==> config.mk <==
export PLATFORM = sky130hd
export DESIGN_NAME = radix_suffix_number_parser_top
export DESIGN_NICKNAME = d
export VERILOG_FILES = /design/src/hdl/rsnp_pkg.sv /design/src/hdl/rsnp_fifo.sv /design/src/hdl/rsnp_front.sv /design/src/hdl/rsnp_back.sv /design/src/hdl/radix_suffix_number_parser_top.sv
export SDC_FILE = /design/constraint.sdc
export NUM_CORES = 1
export LEC_CHECK = 0
export ABC_AREA = 1
export BUFFER_PORTS_ARGS = -buffer_cell sky130_fd_sc_hd__buf_2
export CELL_PAD_IN_SITES_DETAIL_PLACEMENT = 1
export CELL_PAD_IN_SITES_GLOBAL_PLACEMENT = 1
export CORE_MARGIN = 5
export CORE_UTILIZATION = 51
export DETAILED_ROUTE_END_ITERATION = 16
export GPL_TIMING_DRIVEN = 0
export PLACE_DENSITY_LB_ADDON = 0.1
export SYNTH_ARGS = -nofsm -noshare
export SYNTH_HDL_FRONTEND = slang
export SYNTH_HIERARCHICAL = 1
export SYNTH_SLANG_ARGS = --single-unit
==> constraint.sdc <==
create_clock -name clk -period 6.1 [get_ports clk]
set_clock_uncertainty 0.1 [all_clocks]
set_input_delay 0.61 -clock clk [delete_from_list [all_inputs] [get_ports clk]]
set_output_delay 0.61 -clock clk [all_outputs]
set_load 0.01 [all_outputs]
==> src/hdl/rsnp_pkg.sv <==
package rsnp_pkg;

    // Default accumulator width and width of the reported value
    localparam int VALUE_BITS_DEF = 16;
    localparam int OUT_BITS       = 16;

    // Queue depth between the front and back, and in front of the result ports
    localparam int QUEUE_DEPTH = 2;

    // Characters of interest
    localparam logic [7:0] CH_SPACE = 8'h20;
    localparam logic [7:0] CH_0     = 8'h30;
    localparam logic [7:0] CH_9     = 8'h39;
    localparam logic [7:0] CH_A     = 8'h41;
    localparam logic [7:0] CH_B     = 8'h42;
    localparam logic [7:0] CH_D     = 8'h44;
    localparam logic [7:0] CH_F     = 8'h46;
    localparam logic [7:0] CH_H     = 8'h48;
    localparam logic [7:0] CH_O     = 8'h4F;
    localparam logic [7:0] CH_Q     = 8'h51;

    // Radix codes as reported on radix_code
    localparam logic [1:0] RC_BIN = 2'd0;
    localparam logic [1:0] RC_OCT = 2'd1;
    localparam logic [1:0] RC_DEC = 2'd2;
    localparam logic [1:0] RC_HEX = 2'd3;

    typedef struct packed {
        logic [7:0] char_code;
        logic       start_new;
    } in_item_t;

    typedef struct packed {
        logic [OUT_BITS-1:0] value;
        logic                number_ok;
        logic [1:0]          radix_code;
        logic                char_consumed;
    } out_item_t;

    // Character after classification by the front end
    typedef struct packed {
        logic       start_new;
        logic       is_space;
        logic       is_digit;
        logic [3:0] digit;
        logic       is_h;
        logic       is_oq;
        logic       is_b;
        logic       is_d;
    } cls_item_t;

endpackage

==> src/hdl/rsnp_fifo.sv <==
module rsnp_fifo #(
    parameter int WIDTH = 8,
    parameter int DEPTH = rsnp_pkg::QUEUE_DEPTH
) (
    input  logic             clk,
    input  logic             rst_n,
    input  logic             push,
    input  logic [WIDTH-1:0] wr_data,
    output logic             full,
    input  logic             pop,
    output logic [WIDTH-1:0] rd_data,
    output logic             empty
);

    localparam int PTR_W = (DEPTH > 1) ? $clog2(DEPTH) : 1;
    localparam int CNT_W = $clog2(DEPTH + 1);

    logic [WIDTH-1:0] mem_reg [DEPTH];
    logic [PTR_W-1:0] wr_ptr_reg, wr_ptr_next;
    logic [PTR_W-1:0] rd_ptr_reg, rd_ptr_next;
    logic [CNT_W-1:0] count_reg, count_next;
    logic             do_push;
    logic             do_pop;

    assign full    = (count_reg == CNT_W'(DEPTH));
    assign empty   = (count_reg == '0);
    assign do_push = push && !full;
    assign do_pop  = pop && !empty;
    assign rd_data = mem_reg[rd_ptr_reg];

    always_comb
    begin
        wr_ptr_next = wr_ptr_reg;
        rd_ptr_next = rd_ptr_reg;
        count_next  = count_reg;
        if (do_push)
        begin
            wr_ptr_next = (wr_ptr_reg == PTR_W'(DEPTH - 1)) ? '0 : wr_ptr_reg + 1'b1;
        end
        if (do_pop)
        begin
            rd_ptr_next = (rd_ptr_reg == PTR_W'(DEPTH - 1)) ? '0 : rd_ptr_reg + 1'b1;
        end
        if (do_push && !do_pop)
        begin
            count_next = count_reg + 1'b1;
        end
        else if (do_pop && !do_push)
        begin
            count_next = count_reg - 1'b1;
        end
    end

    always_ff @(posedge clk or negedge rst_n)
    begin
        if (!rst_n)
        begin
            wr_ptr_reg <= '0;
            rd_ptr_reg <= '0;
            count_reg  <= '0;
        end
        else
        begin
            wr_ptr_reg <= wr_ptr_next;
            rd_ptr_reg <= rd_ptr_next;
            count_reg  <= count_next;
        end
    end

    always_ff @(posedge clk)
    begin
        if (do_push)
        begin
            mem_reg[wr_ptr_reg] <= wr_data;
        end
    end

endmodule

==> src/hdl/rsnp_front.sv <==
module rsnp_front (
    input  logic                clk,
    input  logic                rst_n,
    input  logic                push,
    input  rsnp_pkg::in_item_t  item,
    output logic                full,
    input  logic                pop,
    output rsnp_pkg::cls_item_t cls,
    output logic                empty
);

    rsnp_pkg::cls_item_t cls_in;
    logic [7:0]          c;
    logic                is_num;
    logic                is_hexl;

    assign c       = item.char_code;
    assign is_num  = (c >= rsnp_pkg::CH_0) && (c <= rsnp_pkg::CH_9);
    assign is_hexl = (c >= rsnp_pkg::CH_A) && (c <= rsnp_pkg::CH_F);

    always_comb
    begin
        cls_in.start_new = item.start_new;
        cls_in.is_space  = (c == rsnp_pkg::CH_SPACE);
        cls_in.is_digit  = is_num || is_hexl;
        // 'A'..'F' map to 10..15: low nibble plus 9
        cls_in.digit     = is_num ? c[3:0] : c[3:0] + 4'd9;
        cls_in.is_h      = (c == rsnp_pkg::CH_H);
        cls_in.is_oq     = (c == rsnp_pkg::CH_O) || (c == rsnp_pkg::CH_Q);
        cls_in.is_b      = (c == rsnp_pkg::CH_B);
        cls_in.is_d      = (c == rsnp_pkg::CH_D);
    end

    rsnp_fifo #(
        .WIDTH ($bits(rsnp_pkg::cls_item_t)),
        .DEPTH (rsnp_pkg::QUEUE_DEPTH)
    ) u_cls_fifo (
        .clk     (clk),
        .rst_n   (rst_n),
        .push    (push),
        .wr_data (cls_in),
        .full    (full),
        .pop     (pop),
        .rd_data (cls),
        .empty   (empty)
    );

endmodule

==> src/hdl/rsnp_back.sv <==
module rsnp_back #(
    parameter int VALUE_BITS = rsnp_pkg::VALUE_BITS_DEF
) (
    input  logic                clk,
    input  logic                rst_n,
    input  rsnp_pkg::cls_item_t cls,
    input  logic                cls_empty,
    output logic                cls_pop,
    output rsnp_pkg::out_item_t res,
    output logic                res_push,
    input  logic                res_full
);

    localparam int VB    = VALUE_BITS;
    localparam int OUT_W = rsnp_pkg::OUT_BITS;

    // acc * radix + d, with four guard bits to catch overflow
    function automatic logic [VB+3:0] scale_add(
        input logic [VB-1:0] acc,
        input logic [1:0]    rsel,
        input logic [3:0]    d
    );
        logic [VB+3:0] a;
        logic [VB+3:0] s;
        a = {4'b0000, acc};
        unique case (rsel)
            rsnp_pkg::RC_BIN: s = a << 1;
            rsnp_pkg::RC_OCT: s = a << 3;
            rsnp_pkg::RC_DEC: s = (a << 3) + (a << 1);
            default:          s = a << 4;
        endcase
        return s + {{VB{1'b0}}, d};
    endfunction

    function automatic logic digit_bad(input logic [1:0] rsel, input logic [3:0] d);
        logic bad;
        unique case (rsel)
            rsnp_pkg::RC_BIN: bad = |d[3:1];
            rsnp_pkg::RC_OCT: bad = d[3];
            rsnp_pkg::RC_DEC: bad = (d > 4'd9);
            default:          bad = 1'b0;
        endcase
        return bad;
    endfunction

    logic          run_reg,      run_next;
    logic [VB-1:0] bin_acc_reg,  bin_acc_next;
    logic [VB-1:0] oct_acc_reg,  oct_acc_next;
    logic [VB-1:0] dec_acc_reg,  dec_acc_next;
    logic [VB-1:0] hex_acc_reg,  hex_acc_next;
    logic [VB-1:0] bin_prev_reg, bin_prev_next;
    logic [VB-1:0] dec_prev_reg, dec_prev_next;
    logic [3:0]    fail_reg,     fail_next;       // bit0 bin, 1 oct, 2 dec, 3 hex
    logic [1:0]    fail_prev_reg, fail_prev_next; // bit0 bin, 1 dec
    logic          last_b_reg,   last_b_next;
    logic          last_d_reg,   last_d_next;

    // state as seen by this character (start_new clears it first)
    logic          cur_run;
    logic [VB-1:0] cur_bin, cur_oct, cur_dec, cur_hex, cur_bin_prev, cur_dec_prev;
    logic [3:0]    cur_fail;
    logic [1:0]    cur_fail_prev;
    logic          cur_last_b, cur_last_d;

    logic [VB+3:0] bin_w, oct_w, dec_w, hex_w;
    logic [3:0]    stop;
    logic          take, skip, ending;
    logic [VB-1:0] sel_v;
    logic          sel_ok;
    logic [1:0]    sel_rc;
    logic          sel_used;
    logic [OUT_W-1:0] sel_v16;

    assign cur_run       = cls.start_new ? 1'b0 : run_reg;
    assign cur_bin       = cls.start_new ? '0 : bin_acc_reg;
    assign cur_oct       = cls.start_new ? '0 : oct_acc_reg;
    assign cur_dec       = cls.start_new ? '0 : dec_acc_reg;
    assign cur_hex       = cls.start_new ? '0 : hex_acc_reg;
    assign cur_bin_prev  = cls.start_new ? '0 : bin_prev_reg;
    assign cur_dec_prev  = cls.start_new ? '0 : dec_prev_reg;
    assign cur_fail      = cls.start_new ? '0 : fail_reg;
    assign cur_fail_prev = cls.start_new ? '0 : fail_prev_reg;
    assign cur_last_b    = cls.start_new ? 1'b0 : last_b_reg;
    assign cur_last_d    = cls.start_new ? 1'b0 : last_d_reg;

    assign bin_w = scale_add(cur_bin, rsnp_pkg::RC_BIN, cls.digit);
    assign oct_w = scale_add(cur_oct, rsnp_pkg::RC_OCT, cls.digit);
    assign dec_w = scale_add(cur_dec, rsnp_pkg::RC_DEC, cls.digit);
    assign hex_w = scale_add(cur_hex, rsnp_pkg::RC_HEX, cls.digit);

    // a radix stops on a prior failure, a bad digit or overflow
    assign stop[0] = cur_fail[0] | digit_bad(rsnp_pkg::RC_BIN, cls.digit) | (|bin_w[VB+3:VB]);
    assign stop[1] = cur_fail[1] | digit_bad(rsnp_pkg::RC_OCT, cls.digit) | (|oct_w[VB+3:VB]);
    assign stop[2] = cur_fail[2] | digit_bad(rsnp_pkg::RC_DEC, cls.digit) | (|dec_w[VB+3:VB]);
    assign stop[3] = cur_fail[3] | (|hex_w[VB+3:VB]);

    assign take     = !cls_empty && !res_full;
    assign skip     = !cur_run && cls.is_space;
    assign ending   = !skip && !cls.is_digit;
    assign cls_pop  = take;
    assign res_push = take && ending;

    always_comb
    begin
        if (cls.is_h)
        begin
            sel_v = cur_hex;      sel_ok = !cur_fail[3];      sel_rc = rsnp_pkg::RC_HEX;
            sel_used = 1'b1;
        end
        else if (cls.is_oq)
        begin
            sel_v = cur_oct;      sel_ok = !cur_fail[1];      sel_rc = rsnp_pkg::RC_OCT;
            sel_used = 1'b1;
        end
        else if (cur_run && cur_last_b)
        begin
            sel_v = cur_bin_prev; sel_ok = !cur_fail_prev[0]; sel_rc = rsnp_pkg::RC_BIN;
            sel_used = 1'b0;
        end
        else if (cur_run && cur_last_d)
        begin
            sel_v = cur_dec_prev; sel_ok = !cur_fail_prev[1]; sel_rc = rsnp_pkg::RC_DEC;
            sel_used = 1'b0;
        end
        else
        begin
            sel_v = cur_dec;      sel_ok = !cur_fail[2];      sel_rc = rsnp_pkg::RC_DEC;
            sel_used = 1'b0;
        end
    end

    generate
        if (VB >= OUT_W)
        begin : g_trunc
            assign sel_v16 = sel_v[OUT_W-1:0];
        end
        else
        begin : g_ext
            assign sel_v16 = {{(OUT_W-VB){1'b0}}, sel_v};
        end
    endgenerate

    always_comb
    begin
        res.value         = sel_ok ? sel_v16 : '0;
        res.number_ok     = sel_ok;
        res.radix_code    = sel_rc;
        res.char_consumed = sel_used;
    end

    always_comb
    begin
        run_next       = run_reg;
        bin_acc_next   = bin_acc_reg;
        oct_acc_next   = oct_acc_reg;
        dec_acc_next   = dec_acc_reg;
        hex_acc_next   = hex_acc_reg;
        bin_prev_next  = bin_prev_reg;
        dec_prev_next  = dec_prev_reg;
        fail_next      = fail_reg;
        fail_prev_next = fail_prev_reg;
        last_b_next    = last_b_reg;
        last_d_next    = last_d_reg;
        if (take)
        begin
            if (skip)
            begin
                run_next       = cur_run;
                bin_acc_next   = cur_bin;
                oct_acc_next   = cur_oct;
                dec_acc_next   = cur_dec;
                hex_acc_next   = cur_hex;
                bin_prev_next  = cur_bin_prev;
                dec_prev_next  = cur_dec_prev;
                fail_next      = cur_fail;
                fail_prev_next = cur_fail_prev;
                last_b_next    = cur_last_b;
                last_d_next    = cur_last_d;
            end
            else if (cls.is_digit)
            begin
                run_next       = 1'b1;
                bin_prev_next  = cur_bin;
                dec_prev_next  = cur_dec;
                fail_prev_next = {cur_fail[2], cur_fail[0]};
                last_b_next    = cls.is_b;
                last_d_next    = cls.is_d;
                bin_acc_next   = stop[0] ? cur_bin : bin_w[VB-1:0];
                oct_acc_next   = stop[1] ? cur_oct : oct_w[VB-1:0];
                dec_acc_next   = stop[2] ? cur_dec : dec_w[VB-1:0];
                hex_acc_next   = stop[3] ? cur_hex : hex_w[VB-1:0];
                fail_next      = stop;
            end
            else
            begin
                run_next       = 1'b0;
                bin_acc_next   = '0;
                oct_acc_next   = '0;
                dec_acc_next   = '0;
                hex_acc_next   = '0;
                bin_prev_next  = '0;
                dec_prev_next  = '0;
                fail_next      = '0;
                fail_prev_next = '0;
                last_b_next    = 1'b0;
                last_d_next    = 1'b0;
            end
        end
    end

    always_ff @(posedge clk or negedge rst_n)
    begin
        if (!rst_n)
        begin
            run_reg       <= 1'b0;
            bin_acc_reg   <= '0;
            oct_acc_reg   <= '0;
            dec_acc_reg   <= '0;
            hex_acc_reg   <= '0;
            bin_prev_reg  <= '0;
            dec_prev_reg  <= '0;
            fail_reg      <= '0;
            fail_prev_reg <= '0;
            last_b_reg    <= 1'b0;
            last_d_reg    <= 1'b0;
        end
        else
        begin
            run_reg       <= run_next;
            bin_acc_reg   <= bin_acc_next;
            oct_acc_reg   <= oct_acc_next;
            dec_acc_reg   <= dec_acc_next;
            hex_acc_reg   <= hex_acc_next;
            bin_prev_reg  <= bin_prev_next;
            dec_prev_reg  <= dec_prev_next;
            fail_reg      <= fail_next;
            fail_prev_reg <= fail_prev_next;
            last_b_reg    <= last_b_next;
            last_d_reg    <= last_d_next;
        end
    end

endmodule

==> src/hdl/radix_suffix_number_parser_top.sv <==
// Radix-suffix integer literal parser. Characters enter one per transfer on the
// push/full side; leading spaces are skipped, then a run of 0-9 / A-F is
// collected, and the first other character ends the number with one result on
// the empty/pop side. H selects hex and O or Q octal (char_consumed = 1);
// otherwise a run ending in B is binary and one ending in D is decimal, that
// letter excluded (char_consumed = 0, resume at the ending character). Illegal
// digits or a value above 2^VALUE_BITS-1 give value 0 with number_ok = 0. Set
// start_new on a character to drop any partial number before it. Throughput is
// one character per clock while the result queue has room, with no other stalls
// from the block itself: the back end updates all four radix accumulators
// (shift/add, one per radix) together for each character. A result reaches the
// result ports through two queues: the ending character's transfer writes the
// classified-character queue, and the back end writes the result queue when it takes that character.
module radix_suffix_number_parser_top #(
    parameter int VALUE_BITS = rsnp_pkg::VALUE_BITS_DEF
) (
    input  logic                clk,
    input  logic                rst_n,
    // character side
    input  logic                push,
    input  rsnp_pkg::in_item_t  item,
    output logic                full,
    // result side
    output logic                empty,
    input  logic                pop,
    output rsnp_pkg::out_item_t result
);

    rsnp_pkg::cls_item_t cls;
    logic                cls_empty;
    logic                cls_pop;
    rsnp_pkg::out_item_t res;
    logic                res_push;
    logic                res_full;

    // Front: classify each character and queue it
    rsnp_front u_front (
        .clk   (clk),
        .rst_n (rst_n),
        .push  (push),
        .item  (item),
        .full  (full),
        .pop   (cls_pop),
        .cls   (cls),
        .empty (cls_empty)
    );

    // Back: per-radix accumulators and result selection
    rsnp_back #(
        .VALUE_BITS (VALUE_BITS)
    ) u_back (
        .clk       (clk),
        .rst_n     (rst_n),
        .cls       (cls),
        .cls_empty (cls_empty),
        .cls_pop   (cls_pop),
        .res       (res),
        .res_push  (res_push),
        .res_full  (res_full)
    );

    // Result queue decouples the back end from the consumer
    rsnp_fifo #(
        .WIDTH ($bits(rsnp_pkg::out_item_t)),
        .DEPTH (rsnp_pkg::QUEUE_DEPTH)
    ) u_res_fifo (
        .clk     (clk),
        .rst_n   (rst_n),
        .push    (res_push),
        .wr_data (res),
        .full    (res_full),
        .pop     (pop),
        .rd_data (result),
        .empty   (empty)
    );

endmodule
==> impl_metrics.env <==
export IMPL_floorplan_die_area_um2=25500
export IMPL_fin_nets=1646
export IMPL_post_cts_resized=0
export IMPL_net_count_synth=1593
export IMPL_timing_slew_headroom_pct=36.7
export IMPL_cts_setup_buffers=0
export IMPL_worst_path_most_repeated_cell="nand2_1"
export IMPL_p_total_uw=8400
export IMPL_synth_flop_cell="dfrtp_1"
export IMPL_sequentialPowerShare_pct=24.6
export IMPL_clk_pin_slew_ns=0.08
export IMPL_grt_antenna_before_repair=0
export IMPL_power_share_combinational_pct=61.3
export IMPL_crit_arrival_ns=5.32
export IMPL_totalNegativeSetupSlack_ns=0
export IMPL_worst_slew_pin_transition_ns=0.945
export IMPL_critPathMaxFanout=10
export IMPL_io_pins=35
export IMPL_yosys_cell_types_count=46
export IMPL_outcome="complete, no violations"
export IMPL_cts_made_buffers=17
export IMPL_route_detailed_drc=0
export IMPL_mappedNetlistArea_um2=11400
export IMPL_power_per_cell_area_nw_per_um2=667
export IMPL_power_ir_vdd_worst_uv=341
export IMPL_final_layout_size_suffix_gt1_share_pct=9.87
export IMPL_first_pass_iters=5
export IMPL_synth_area_leaders="dfrtp_1 25%, edfxtp_1 16%, nand2_1 13%"
export IMPL_timing_final_crit_period_ns=5.06
export IMPL_max_clock_freq_ghz=0.198
export IMPL_critPathRequiredTime_ns=6.36
export IMPL_gr_total_overflow=0
export IMPL_h_tree_levels=4
export IMPL_post_route_period_util_pct=83.0
export IMPL_critical_path_slowest_cell="fa_1"
export IMPL_vias_per_cell=5.90
export IMPL_clk_root_buffer_cell="clkbuf_16"
export IMPL_hold_viol_final=0
export IMPL_critical_path_max_stage_delay_ns=0.46
export IMPL_start_kind="flop"
export IMPL_asyncSetResetFlopFracSynth_pct=64.6
export IMPL_drt_wirelength_per_cell_um=21.2
export IMPL_clock_sinks=175
export IMPL_maxSlewViolCount=0
export IMPL_insertion_delay_ns=0.44
export IMPL_yosysWarnings=6
export IMPL_timing_setup_critical_path_class="flop to flop"
export IMPL_placementRows=54
export IMPL_n_fill_cell=2849
export IMPL_netlist_instances=1535
export IMPL_grt_pass1_vias=11400
export IMPL_totalWireLength_mm=39.8
export IMPL_static_leakage_power_uw=0.00618
export IMPL_initial_core_util_pct=52.0
export IMPL_synth_edf_count=62
export IMPL_buffer_ports_inserted=32
export IMPL_post_cts_hold_buffer_count=0
export IMPL_n_antenna_cell=0
export IMPL_place_congestion=0.946
export IMPL_setup_worst_path_end_class="flop"
export IMPL_setup_violations=0
export IMPL_syn2layout_area_growth_pct=10.4
export IMPL_synth_largest_type_area_fraction_pct=24.8
export IMPL_post_dp_hpwl_mm=29.0
export IMPL_rsz0062_at_grt="false"
export IMPL_grt_use_total_pct=31.2
export IMPL_synth_top_cells_by_count="384 x nand2_1, 216 x inv_1, 154 x nor2_1, 113 x dfrtp_1, 109 x nand3_1"
export IMPL_yosys_cell_count_top_type="nand2_1"
export IMPL_intPower_uw=3960
export IMPL_power_frac_clock_pct=14.1
export IMPL_fp_coreArea_um2=22000
export IMPL_antenna_viol_nets_final=0
export IMPL_r2r_start="u_front/u_cls_fifo/rd_ptr_reg"
export IMPL_crit_path_start="u_front/u_cls_fifo/rd_ptr_reg"
export IMPL_grt_start_max_net_pins=62
export IMPL_first_pass_grt_wire_length_mm=62.6
export IMPL_swShare_pct=52.9
export IMPL_post_synth_cell_area_avg_um2=7.44
export IMPL_drtIter0Drc=850
export IMPL_netlist_top_cell_by_area="dfrtp_1"
export IMPL_maxCapViolCount=0
export IMPL_net_switching_power_uw=4440
export IMPL_die_h_um=160
export IMPL_via_count=11100
export IMPL_count_of_state_elements_after_synthesis=175
export IMPL_max_clock_path_buffers=2
export IMPL_synth_seq_area_share_pct=41.1
export IMPL_die_width_um=160
export IMPL_tritoncts="built"
export IMPL_holdCritPathClass="input pin to async pin"
export IMPL_largest_register_ffs=40
==> worst paths after layout <==
kind | cells after the start | slack [ns] | to
worst max-delay path | 28 | 1.04 | u_back/dec_acc_reg[8]
worst min-delay path | 1 | 0.04 | u_back/dec_acc_reg[12]
worst max register to register | 28 | 1.04 | u_back/dec_acc_reg[8]
worst min register to register | 1 | 0.40 | u_back/last_d_reg
max in group asynchronous | 2 | 5.13 | u_back/bin_acc_reg[2]
min in group clk | 1 | 0.26 | u_front/u_cls_fifo/mem_reg[1][10]
==> through the flow <==
stage / util, % / cells / hold slack, ns / area, µm² / setup WS, ns
detailed placement: 54.5 / 1849 / 0.384 / 12000 / 1.14
CTS: 57.4 / 1881 / 0.0608 / 12600 / 1.10
floorplan: - / 1535 / 0.214 / 11400 / 2.34
finish: 57.4 / 1881 / 0.0362 / 12600 / 1.04
global placement: 54.3 / 1847 / 0.361 / 11900 / 1.33
global route: 57.4 / 1881 / 0.0642 / 12600 / 0.688
==> area by class of cell <==
type | count | area, µm² | area share, %
timing repair buffer | 34 | 209 | 1.66
sequential | 175 | 4690 | 37.2
inverter | 225 | 845 | 6.70
buffer | 69 | 383 | 3.04
clock inverter | 15 | 200 | 1.59
tap | 280 | 350 | 2.78
clock buffer | 17 | 425 | 3.38
multi-input combinational | 1066 | 5500 | 43.6
==> placed cells by master, fill, tap and decap left out, types with 6 or more instances in the layout <==
| cell type | synthesis | layout |
|---|---|---|
| a31oi_1 | 9 | 9 |
| o22ai_1 | 42 | 42 |
| xor2_1 | 26 | 26 |
| nand4_1 | 8 | 8 |
| nor2_4 | 7 | 7 |
| a22oi_1 | 10 | 10 |
| nand2_2 | 9 | 9 |
| buf_6 | 9 | 10 |
| edfxtp_1 | 62 | 62 |
| nand2_1 | 384 | 384 |
| clkbuf_16 | 0 | 17 |
| nor3_1 | 9 | 9 |
| clkbuf_1 | 30 | 30 |
| nand2_4 | 6 | 6 |
| ha_1 | 43 | 43 |
| nor2_1 | 154 | 153 |
| inv_1 | 216 | 216 |
| inv_2 | 7 | 7 |
| dfrtp_1 | 113 | 113 |
| o21ai_1 | 6 | 6 |
| nor2_2 | 15 | 16 |
| xnor2_1 | 11 | 11 |
| buf_2 | 24 | 55 |
| a21oi_1 | 102 | 102 |
| a211oi_1 | 14 | 14 |
| o21ai_0 | 77 | 77 |
| nand3_1 | 109 | 109 |
==> critical path: cells and delay by family, from the launching register on <==
kind,cells,cell delay [ns]
xor gates and xnor gates,1,0.20
buffers and inverters,10,1.53
DFF,1,0.41
AOI/OAI and AO/OA,1,0.15
adders and majority gates,2,0.78
and+or+nand+nor,14,1.79
==> kinds of logic after synthesis <==
kind of cell | share of synthesized area [%]
AOI/OAI and AO/OA | 13.1
DFF | 41.1
xor gates and xnor gates | 2.84
buffers and inverters | 10.8
and+or+nand+nor | 27.1
adders and majority gates | 5.06
==> power by group through the flow <==
stage,Combinational (µW),Clock [µW],Sequential [µW]
detailed placement,4960,0,2070
global route,5610,1250,2110
CTS,5050,1190,2060
floorplan,3390,0,1980
global placement,4720,0,2040
finish,5150,1190,2060
==> layer usage <==
layer	GRT usage, %	routed length (µm)	vias to the layer above
met2	51.0	18700	441
met1	41.4	16800	5442
met3	4.74	2630	114
met4	13.3	1740	0
li1	-	-	5093
met5	0	0	-
(Power assumes the default switching activity.)
